==> config.mk <==
export PLATFORM = sky130hd
export DESIGN_NAME = button_press_hold_double_detector
export DESIGN_NICKNAME = d
export VERILOG_FILES = /design/src/sv/bphd_pkg.sv /design/src/sv/button_press_hold_double_detector.sv /design/src/sv/bphd_lane.sv /design/src/sv/bphd_merge.sv
export SDC_FILE = /design/constraint.sdc
export NUM_CORES = 1
export LEC_CHECK = 0
export BUFFER_PORTS_ARGS = -buffer_cell sky130_fd_sc_hd__buf_2
export CORE_MARGIN = 2
export CORE_UTILIZATION = 30
export DETAILED_ROUTE_END_ITERATION = 8
export PLACE_DENSITY = 0.49
export SYNTH_ARGS = -nofsm -noshare
export SYNTH_HDL_FRONTEND = slang
export SYNTH_HIERARCHICAL = 1
export SYNTH_SLANG_ARGS = --single-unit
==> constraint.sdc <==
create_clock -name clk -period 20.5 [get_ports clk]
set_clock_uncertainty 0.2 [all_clocks]
set_input_delay 4.1 -clock clk [delete_from_list [all_inputs] [get_ports clk]]
set_output_delay 4.1 -clock clk [all_outputs]
set_load 0.01 [all_outputs]
==> src/sv/bphd_pkg.sv <==
// bphd_pkg: shared types and constants for the button press/hold/double detector
// no dependencies

package bphd_pkg;

  localparam int NUM_BUTTONS_DEF = 8;
  localparam int TICK_BITS_DEF   = 24;
  localparam int MAX_LANES       = 8;

  localparam int BUTTONS_W = 8;
  localparam int FRAME_W   = 16;
  localparam int HELD_W    = 24;
  localparam int IDX_W     = 3;
  localparam int CFG_W     = 24;
  localparam int CFG_IDX_W = 1;

  localparam logic [CFG_W-1:0] LIFETIME_RESET = 24'd500000;
  localparam logic [CFG_W-1:0] WINDOW_RESET   = 24'd200000;

  localparam logic [CFG_IDX_W-1:0] REG_LIFETIME = 1'b0;
  localparam logic [CFG_IDX_W-1:0] REG_WINDOW   = 1'b1;

  typedef enum logic [1:0] {
    KIND_HOLD    = 2'd0,
    KIND_RELEASE = 2'd1,
    KIND_PRESS   = 2'd2,
    KIND_DOUBLE  = 2'd3
  } kind_t;

  typedef enum logic [1:0] {
    PREV_NONE,
    PREV_HOLD,
    PREV_RELEASE,
    PREV_PRESS
  } prev_t;

  typedef struct packed {
    logic  ev;
    logic  dbl;
    kind_t kind;
  } lane_flags_t;

endpackage

==> src/sv/button_press_hold_double_detector.sv <==
// button_press_hold_double_detector: top level with button lanes, recent-event buffer
// and configuration registers; depends on bphd_pkg, bphd_lane and bphd_merge
//
// Usage
//   in_*  : one transaction per frame; in_tdata holds buttons_down and frame_ticks.
//   out_* : one transaction per event, in ascending button order; a double press
//           follows the press of the same button; out_tlast marks the frame's last.
//   cfg_* : register writes (0 buffer lifetime, 1 double-press window), idle only.
//   All button lanes evaluate a frame in the cycle it is accepted, updating their
//   held time and last kind and the recent-event buffer at once.
//   The frame's events pass through the frame register and then the output register.
//   Throughput: one event per cycle while out_tready is high, set by the single
//   output register; the next frame is accepted in the cycle the previous
//   frame's final event moves to the output register, so frames stream
//   without gaps. A frame with no events produces no transaction.
//   Reset clears all button history, empties the buffer and restores both
//   registers to their defaults. When the receiver stalls, the output register
//   holds its event, one frame waits in the frame register and in_tready drops.

module button_press_hold_double_detector #(
  parameter int NUM_BUTTONS = bphd_pkg::NUM_BUTTONS_DEF,
  parameter int TICK_BITS   = bphd_pkg::TICK_BITS_DEF
) (
  input  logic                            clk,
  input  logic                            rst_n,
  input  logic                            in_tvalid,
  output logic                            in_tready,
  input  logic [23:0]                     in_tdata,   // buttons_down[7:0], frame_ticks[23:8]
  output logic                            out_tvalid,
  input  logic                            out_tready,
  output logic [31:0]                     out_tdata,  // button_index[2:0], held_ticks[26:3]
  output logic [1:0]                      out_tuser,  // event_kind[1:0]
  output logic                            out_tlast,
  input  logic                            cfg_we,
  input  logic [bphd_pkg::CFG_IDX_W-1:0]  cfg_index,
  input  logic [bphd_pkg::CFG_W-1:0]      cfg_wdata
);

  localparam int LANES = (NUM_BUTTONS < bphd_pkg::MAX_LANES) ? NUM_BUTTONS
                                                             : bphd_pkg::MAX_LANES;

  logic [bphd_pkg::BUTTONS_W-1:0]  buttons_down;
  logic [bphd_pkg::FRAME_W-1:0]    frame_ticks;
  logic                            accept;

  logic [bphd_pkg::CFG_W-1:0]      lifetime_r, window_r;
  logic                            buf_nonempty_r, buf_nonempty_nxt;
  logic [bphd_pkg::IDX_W-1:0]      buf_button_r, buf_button_nxt;
  bphd_pkg::kind_t                 buf_kind_r, buf_kind_nxt;
  logic [bphd_pkg::CFG_W-1:0]      time_left_r, time_left_nxt;

  logic signed [bphd_pkg::CFG_W+1:0] elapsed;
  logic                              in_window;

  bphd_pkg::lane_flags_t   lane_flags [LANES];
  logic [TICK_BITS-1:0]    lane_held  [LANES];
  logic [LANES-1:0]        rel_ok;

  logic                          any_ev;
  logic [bphd_pkg::IDX_W-1:0]    last_button;
  bphd_pkg::kind_t               last_kind;

  logic                          m_valid, m_last;
  logic [bphd_pkg::IDX_W-1:0]    m_button;
  bphd_pkg::kind_t               m_kind;
  logic [bphd_pkg::HELD_W-1:0]   m_held;

  assign buttons_down = in_tdata[7:0];
  assign frame_ticks  = in_tdata[23:8];
  assign accept       = in_tvalid && in_tready;

  assign elapsed   = $signed({2'b00, lifetime_r}) - $signed({2'b00, time_left_r});
  assign in_window = elapsed < $signed({2'b00, window_r});

  for (genvar g = 0; g < LANES; g++) begin : g_lane
    assign rel_ok[g] = buf_nonempty_r && (buf_button_r == bphd_pkg::IDX_W'(g))
                       && (buf_kind_r == bphd_pkg::KIND_RELEASE) && in_window;

    bphd_lane #(
      .TICK_BITS (TICK_BITS)
    ) u_lane (
      .clk     (clk),
      .rst_n   (rst_n),
      .upd     (accept),
      .is_down (buttons_down[g]),
      .dt      (frame_ticks),
      .rel_ok  (rel_ok[g]),
      .flags   (lane_flags[g]),
      .held    (lane_held[g])
    );
  end

  always_comb begin
    any_ev      = 1'b0;
    last_button = '0;
    last_kind   = bphd_pkg::KIND_HOLD;
    for (int i = 0; i < LANES; i++) begin
      if (lane_flags[i].ev) begin
        any_ev      = 1'b1;
        last_button = bphd_pkg::IDX_W'(i);
        last_kind   = lane_flags[i].dbl ? bphd_pkg::KIND_DOUBLE : lane_flags[i].kind;
      end
    end
  end

  always_comb begin
    buf_nonempty_nxt = buf_nonempty_r;
    buf_button_nxt   = buf_button_r;
    buf_kind_nxt     = buf_kind_r;
    if (bphd_pkg::CFG_W'(frame_ticks) > time_left_r) begin
      buf_nonempty_nxt = 1'b0;
      time_left_nxt    = lifetime_r;
    end else begin
      time_left_nxt    = time_left_r - bphd_pkg::CFG_W'(frame_ticks);
    end
    if (any_ev) begin
      buf_nonempty_nxt = 1'b1;
      time_left_nxt    = lifetime_r;
      buf_button_nxt   = last_button;
      buf_kind_nxt     = last_kind;
    end
  end

  always_ff @(posedge clk) begin
    if (!rst_n) begin
      buf_nonempty_r <= 1'b0;
      buf_button_r   <= '0;
      buf_kind_r     <= bphd_pkg::KIND_HOLD;
      time_left_r    <= bphd_pkg::LIFETIME_RESET;
    end else if (accept) begin
      buf_nonempty_r <= buf_nonempty_nxt;
      buf_button_r   <= buf_button_nxt;
      buf_kind_r     <= buf_kind_nxt;
      time_left_r    <= time_left_nxt;
    end
  end

  always_ff @(posedge clk) begin
    if (!rst_n) begin
      lifetime_r <= bphd_pkg::LIFETIME_RESET;
      window_r   <= bphd_pkg::WINDOW_RESET;
    end else if (cfg_we) begin
      unique case (cfg_index)
        bphd_pkg::REG_LIFETIME: lifetime_r <= cfg_wdata;
        bphd_pkg::REG_WINDOW:   window_r   <= cfg_wdata;
        default: ;
      endcase
    end
  end

  bphd_merge #(
    .LANES     (LANES),
    .TICK_BITS (TICK_BITS)
  ) u_merge (
    .clk         (clk),
    .rst_n       (rst_n),
    .load        (accept),
    .lane_flags  (lane_flags),
    .lane_held   (lane_held),
    .frame_ready (in_tready),
    .out_valid   (m_valid),
    .out_ready   (out_tready),
    .out_button  (m_button),
    .out_kind    (m_kind),
    .out_held    (m_held),
    .out_last    (m_last)
  );

  assign out_tvalid = m_valid;
  assign out_tdata  = {5'b0, m_held, m_button};
  assign out_tuser  = m_kind;
  assign out_tlast  = m_last;

endmodule

==> src/sv/bphd_lane.sv <==
// bphd_lane: per-button core holding last event kind and held time
// depends on bphd_pkg

module bphd_lane #(
  parameter int TICK_BITS = bphd_pkg::TICK_BITS_DEF
) (
  input  logic                          clk,
  input  logic                          rst_n,
  input  logic                          upd,
  input  logic                          is_down,
  input  logic [bphd_pkg::FRAME_W-1:0]  dt,
  input  logic                          rel_ok,
  output bphd_pkg::lane_flags_t         flags,
  output logic [TICK_BITS-1:0]          held
);

  localparam int SUM_W = ((TICK_BITS > bphd_pkg::FRAME_W) ? TICK_BITS : bphd_pkg::FRAME_W) + 1;
  localparam logic [SUM_W-1:0] SAT_MAX = {{(SUM_W-TICK_BITS){1'b0}}, {TICK_BITS{1'b1}}};

  bphd_pkg::prev_t       prev_r, prev_nxt;
  logic [TICK_BITS-1:0]  held_r, held_nxt;
  logic                  down_prev;
  logic [TICK_BITS-1:0]  base;
  logic [SUM_W-1:0]      sum;

  always_comb begin
    down_prev = (prev_r == bphd_pkg::PREV_HOLD) || (prev_r == bphd_pkg::PREV_PRESS);
    base      = (prev_r == bphd_pkg::PREV_NONE) ? '0 : held_r;
    sum       = SUM_W'(base) + SUM_W'(dt);
    held      = (sum > SAT_MAX) ? {TICK_BITS{1'b1}} : sum[TICK_BITS-1:0];

    flags.ev   = is_down || down_prev;
    flags.kind = down_prev ? (is_down ? bphd_pkg::KIND_HOLD : bphd_pkg::KIND_RELEASE)
                           : bphd_pkg::KIND_PRESS;
    flags.dbl  = is_down && !down_prev && rel_ok;
  end

  always_comb begin
    prev_nxt = bphd_pkg::PREV_NONE;
    if (flags.ev) begin
      unique case (flags.kind)
        bphd_pkg::KIND_HOLD:    prev_nxt = bphd_pkg::PREV_HOLD;
        bphd_pkg::KIND_RELEASE: prev_nxt = bphd_pkg::PREV_RELEASE;
        bphd_pkg::KIND_PRESS:   prev_nxt = bphd_pkg::PREV_PRESS;
        default:                prev_nxt = bphd_pkg::PREV_NONE;
      endcase
    end
    held_nxt = flags.ev ? held : '0;
  end

  always_ff @(posedge clk) begin
    if (!rst_n) begin
      prev_r <= bphd_pkg::PREV_NONE;
    end else if (upd) begin
      prev_r <= prev_nxt;
    end
  end

  always_ff @(posedge clk) begin
    if (upd) begin
      held_r <= held_nxt;
    end
  end

endmodule

==> src/sv/bphd_merge.sv <==
// bphd_merge: frame register gathering lane events and serialising them in button order
// depends on bphd_pkg

module bphd_merge #(
  parameter int LANES     = bphd_pkg::MAX_LANES,
  parameter int TICK_BITS = bphd_pkg::TICK_BITS_DEF
) (
  input  logic                           clk,
  input  logic                           rst_n,
  input  logic                           load,
  input  bphd_pkg::lane_flags_t          lane_flags [LANES],
  input  logic [TICK_BITS-1:0]           lane_held  [LANES],
  output logic                           frame_ready,
  output logic                           out_valid,
  input  logic                           out_ready,
  output logic [bphd_pkg::IDX_W-1:0]     out_button,
  output bphd_pkg::kind_t                out_kind,
  output logic [bphd_pkg::HELD_W-1:0]    out_held,
  output logic                           out_last
);

  localparam int SLOTS  = 2 * LANES;
  localparam int LANE_W = (LANES > 1) ? $clog2(LANES) : 1;

  logic [SLOTS-1:0]        mask_r, mask_in, first_oh, rem;
  bphd_pkg::kind_t         kind_r [LANES];
  logic [TICK_BITS-1:0]    held_r [LANES];
  logic [LANE_W-1:0]       lane_sel;
  logic                    dbl_sel;
  logic                    load_o;
  logic [TICK_BITS+23:0]   held_ext;

  logic                          out_valid_r;
  logic [bphd_pkg::IDX_W-1:0]    out_button_r;
  bphd_pkg::kind_t               out_kind_r;
  logic [bphd_pkg::HELD_W-1:0]   out_held_r;
  logic                          out_last_r;

  always_comb begin
    for (int i = 0; i < LANES; i++) begin
      mask_in[2*i]   = lane_flags[i].ev;
      mask_in[2*i+1] = lane_flags[i].dbl;
    end
  end

  // lowest pending slot
  always_comb begin
    lane_sel = '0;
    dbl_sel  = 1'b0;
    first_oh = '0;
    for (int i = SLOTS - 1; i >= 0; i--) begin
      if (mask_r[i]) begin
        lane_sel    = LANE_W'(i / 2);
        dbl_sel     = 1'((i % 2));
        first_oh    = '0;
        first_oh[i] = 1'b1;
      end
    end
    rem      = mask_r & ~first_oh;
    held_ext = (TICK_BITS+24)'(held_r[lane_sel]);
  end

  assign load_o      = !out_valid_r || out_ready;
  assign frame_ready = (mask_r == '0) || (load_o && (rem == '0));

  always_ff @(posedge clk) begin
    if (!rst_n) begin
      mask_r <= '0;
    end else if (load && (mask_in != '0)) begin
      mask_r <= mask_in;
    end else if (load_o && (mask_r != '0)) begin
      mask_r <= rem;
    end
  end

  always_ff @(posedge clk) begin
    if (load) begin
      for (int i = 0; i < LANES; i++) begin
        kind_r[i] <= lane_flags[i].kind;
        held_r[i] <= lane_held[i];
      end
    end
  end

  always_ff @(posedge clk) begin
    if (!rst_n) begin
      out_valid_r <= 1'b0;
    end else if (load_o) begin
      out_valid_r <= (mask_r != '0);
    end
  end

  always_ff @(posedge clk) begin
    if (load_o && (mask_r != '0)) begin
      out_button_r <= bphd_pkg::IDX_W'(lane_sel);
      out_kind_r   <= dbl_sel ? bphd_pkg::KIND_DOUBLE : kind_r[lane_sel];
      out_held_r   <= held_ext[bphd_pkg::HELD_W-1:0];
      out_last_r   <= (rem == '0);
    end
  end

  assign out_valid  = out_valid_r;
  assign out_button = out_button_r;
  assign out_kind   = out_kind_r;
  assign out_held   = out_held_r;
  assign out_last   = out_last_r;

  a_more_after_nonlast: assert property (@(posedge clk) disable iff (!rst_n)
    out_valid_r && !out_last_r |-> mask_r != '0)
    else $error("non-final event shown with no events left in frame register");

  a_busy_not_ready: assert property (@(posedge clk) disable iff (!rst_n)
    ((mask_r & (mask_r - 1'b1)) != '0) |-> !frame_ready)
    else $error("frame register accepting while several events remain");

  a_frame_loaded: assert property (@(posedge clk) disable iff (!rst_n)
    load && (mask_in != '0) |=> mask_r != '0)
    else $error("frame with events not captured");

endmodule

==> impl_metrics.tcl <==
set metrics [dict create \
    worst_reg_to_reg_cells 25 \
    crit_path_start_kind "input pin" \
    post_synth_num_cell_types 110 \
    n_fill_cell 12550 \
    top_level_port_count 91 \
    area.sequential_mm2 0.01513 \
    setup_viol_count_final 0 \
    dpl.cell_count 5373 \
    post_synthesis_share_of_cell_area_spent_on_xor_and_xnor_gates_pct 2.924 \
    first_pass_iteration_count_of_the_detailed_router 6 \
    global_route.usage.total_pct 18.34 \
    chipWidth_um 354.4 \
    timing.setup.critical_path_class "in2out" \
    maximum_number_of_pins_on_one_net_before_global_route_repair 176 \
    design.core.area_mm2 0.1219 \
    whs_ns 0.2574 \
    syn2layout_area_growth_pct 11.16 \
    io_buffers 85 \
    postCtsResizedCells 0 \
    h-tree-depth 3 \
    max_slew_margin_pct 20.47 \
    grt_pass1_wl_um 177800 \
    area_enclosed_by_the_die_boundary_mm2 0.1256 \
    vias_in_the_first_global_route 27890 \
    hold_viol 0 \
    power_density_mw_per_mm2 168.8 \
    holdCritPathClass "reg2reg" \
    path_clk_slew_ns 0.06 \
    post_synth_and_or_nand_nor_area_fraction_pct 17.63 \
    cts_hold_buf 0 \
    top_layer "met5" \
    critical_path.startpoint "out_tready" \
    number_of_flops_mapped_to_enable_cells_by_yosys 430 \
    die_h_um 354.4 \
    grt_antenna_before_repair 7 \
    fmaxAchievable_mhz 107.3 \
    synth.yosys.seq_area_share_pct 41.08 \
    layout-drive-gt1-share_pct 12.74 \
    dp_hpwl_um 83250 \
    synth_top_family_by_area "compound AO/OA/AOI/OAI gates" \
    ant_nets 0 \
    final_common_cell "sky130_fd_sc_hd__nand2_1" \
    r2r_setup_slack_ns 14.32 \
    initial_core_util_pct 30.23 \
    worst_max_slew_pin_slew_ns 1.188 \
    grt_overflow_total 0 \
    synth_area_per_cell_um2 9.607 \
    met3_wirelength_um 5227 \
    status "completed" \
    wl_met2_um 52850 \
    mostFrequentLayoutCells "540 x sky130_fd_sc_hd__nand2_1, 430 x sky130_fd_sc_hd__edfxtp_1, 251 x sky130_fd_sc_hd__a21oi_1" \
    synth_async_sr_flop_share_pct 0 \
    m1WireLength_um 57560 \
    detail_route.wirelength_um 118300 \
    leakage_uw 0.01593 \
    crit_path_end "in_tready" \
    tritoncts "built" \
    ys_warn_count 6 \
    post_layout_nonfiller_instances 5511 \
    nets 4103 \
    finalWeightedCongestion 0.8548 \
    final.period_utilization_pct 45.44 \
    finalPower_uw 6912 \
    routed_wire_length_per_instance_um 21.46 \
    fin_setup_tns_ns 0 \
    cts-buffers-inserted 74 \
    peak_supply_drop_mv 0.1513 \
    synth-seq-cells 541 \
    grt_setup_unrepaired "false" \
    cts.path.max_buffers 3 \
    cts_post_setup_buffers_inserted 0 \
    remaining_drc_errors 0 \
    cts_root_buffer "sky130_fd_sc_hd__clkbuf_16" \
    cts_num_sinks 541 \
    critical_path_peak_fanout 3 \
    critical_path_arrival_ns 5.02 \
    multi_input_area_mm2 0.02005 \
    max-cap-violations 0 \
    initialDrtViolationCount 2290 \
    drv_slew 0 \
    critical_path.endpoint_type "output pin" \
    synthCells 3835 \
    detailroute.via_count 29510 \
    detail_route.vias_per_cell 5.354 \
    critical_path_required_ns 16.20 \
    placementRows 128 \
    yosys-mux-area-fraction_pct 2.663 \
    timing.rr.end "u_merge/mask_r[14]" \
    clkLatencyLatePin_ns 0.66 \
    postSynth.topFlopCell "sky130_fd_sc_hd__edfxtp_1" \
    synth-adder-area-share_pct 7.899 \
    synth-compound-area-share_pct 23.22 \
    r2r_start "time_left_r[2]" \
    post_synth_instance_area_mm2 0.03684 \
    timing.final.crit_period_ns 9.315 \
]
==> worst max-delay path: stages <==
cell and delay [ns]:
sky130_fd_sc_hd__buf_2 0.19, sky130_fd_sc_hd__nand2b_1 0.19, sky130_fd_sc_hd__a21o_1 0.32, sky130_fd_sc_hd__buf_2 0.21
==> registers in the layout, indices dropped and copies added, names as in the netlist <==
signal	cells
buf_nonempty_r	1
u_merge/out_button	3
u_merge/out_valid	1
g_lane.u_lane/held_r	192
u_merge/out_held	24
buf_kind_r	2
u_merge/out_kind	2
u_merge/held_r	192
u_merge/mask_r	16
window_r	24
buf_button_r	3
lifetime_r	24
u_merge/out_last	1
time_left_r	24
g_lane.u_lane/prev_r	16
u_merge/kind_r	16
==> synth_stat cells (19+ instances only) <==
cell type / count / area, um2
sky130_fd_sc_hd__buf_4: 23 / 172.7
sky130_fd_sc_hd__clkbuf_1: 99 / 371.6
sky130_fd_sc_hd__nand2_1: 540 / 2027
sky130_fd_sc_hd__a21o_1: 74 / 555.5
sky130_fd_sc_hd__edfxtp_1: 430 / 12910
sky130_fd_sc_hd__buf_2: 54 / 270.3
sky130_fd_sc_hd__nor3_1: 25 / 125.1
sky130_fd_sc_hd__a211oi_1: 41 / 307.8
sky130_fd_sc_hd__nor2b_1: 28 / 175.2
sky130_fd_sc_hd__and4_1: 19 / 166.4
sky130_fd_sc_hd__xor2_1: 67 / 586.8
sky130_fd_sc_hd__dfxtp_1: 111 / 2222
sky130_fd_sc_hd__o21ai_1: 35 / 175.2
sky130_fd_sc_hd__and2_1: 150 / 938.4
sky130_fd_sc_hd__nand4_1: 19 / 118.9
sky130_fd_sc_hd__xnor2_1: 56 / 490.5
sky130_fd_sc_hd__nand2b_1: 34 / 212.7
sky130_fd_sc_hd__o21ai_0: 155 / 775.7
sky130_fd_sc_hd__nand3_1: 125 / 625.6
sky130_fd_sc_hd__a31oi_1: 60 / 375.4
sky130_fd_sc_hd__a32o_1: 24 / 240.2
sky130_fd_sc_hd__nor2_1: 207 / 777.0
sky130_fd_sc_hd__a21oi_2: 112 / 980.9
sky130_fd_sc_hd__inv_1: 146 / 548.0
sky130_fd_sc_hd__mux2i_1: 98 / 980.9
sky130_fd_sc_hd__a21boi_0: 20 / 150.1
sky130_fd_sc_hd__buf_6: 27 / 304.0
sky130_fd_sc_hd__ha_1: 215 / 2690
sky130_fd_sc_hd__and3_1: 35 / 219.0
sky130_fd_sc_hd__o311a_1: 22 / 220.2
sky130_fd_sc_hd__nor3b_1: 22 / 165.2
sky130_fd_sc_hd__a21oi_1: 251 / 1256
sky130_fd_sc_hd__o21a_1: 56 / 420.4
sky130_fd_sc_hd__o211ai_1: 57 / 427.9
==> metal layers <==
metal	vias up	track usage, %
met1	14490	26.54
met3	128	2.237
met4	2	4.780
li1	14260	-
met5	-	0
met2	628	28.82
==> worst min-delay path by stage <==
| stage | startpoint | end | cells past startpoint |
|---|---|---|---|
| after floorplan | window_r[12] | window_r[12] | 2 |
| after global placement | window_r[2] | window_r[2] | 2 |
| after detailed placement | window_r[13] | window_r[13] | 2 |
| after CTS | window_r[7] | window_r[7] | 2 |
| after global routing | window_r[1] | window_r[1] | 2 |
| final | window_r[12] | window_r[12] | 2 |
==> cells by family after synthesis <==
group | after synthesis
AOI/OAI and AO/OA | 1163
DFF | 541
other | 1
xor gates and xnor gates | 123
muxes | 98
and+or+nand+nor | 1327
adders and majority gates | 227
buffers and inverters | 355
==> power by group <==
part / switching (uW) / leakage, uW / internal (uW)
logic: 2220 / 0.00962 / 1170
clock network: 546 / 0.00120 / 786
registers: 253 / 0.00511 / 1940
total: 3020 / 0.0159 / 3900
==> through the flow <==
stage / area [um2] / setup slack, ns / util, %
2_1_floorplan: 36860 / 1.420 / -
3_3_place_gp: 38470 / 11.22 / 31.56
3_5_place_dp: 38470 / 11.24 / 31.56
4_1_cts: 40950 / 11.23 / 33.60
5_1_grt: 40950 / 11.20 / 33.60
6_report: 40960 / 11.18 / 33.60
==> cell type report <==
cell class,instances,share of cell area [%]
Multi-Input combinational cell,2943,48.96
Sequential cell,541,36.95
Tap cell,1625,4.964
Inverter,148,1.375
Antenna cell,1,0.006110
Timing Repair Buffer,116,1.668
Clock buffer,105,5.026
Clock inverter,32,1.045
Power figures use the tool's default switching activity.
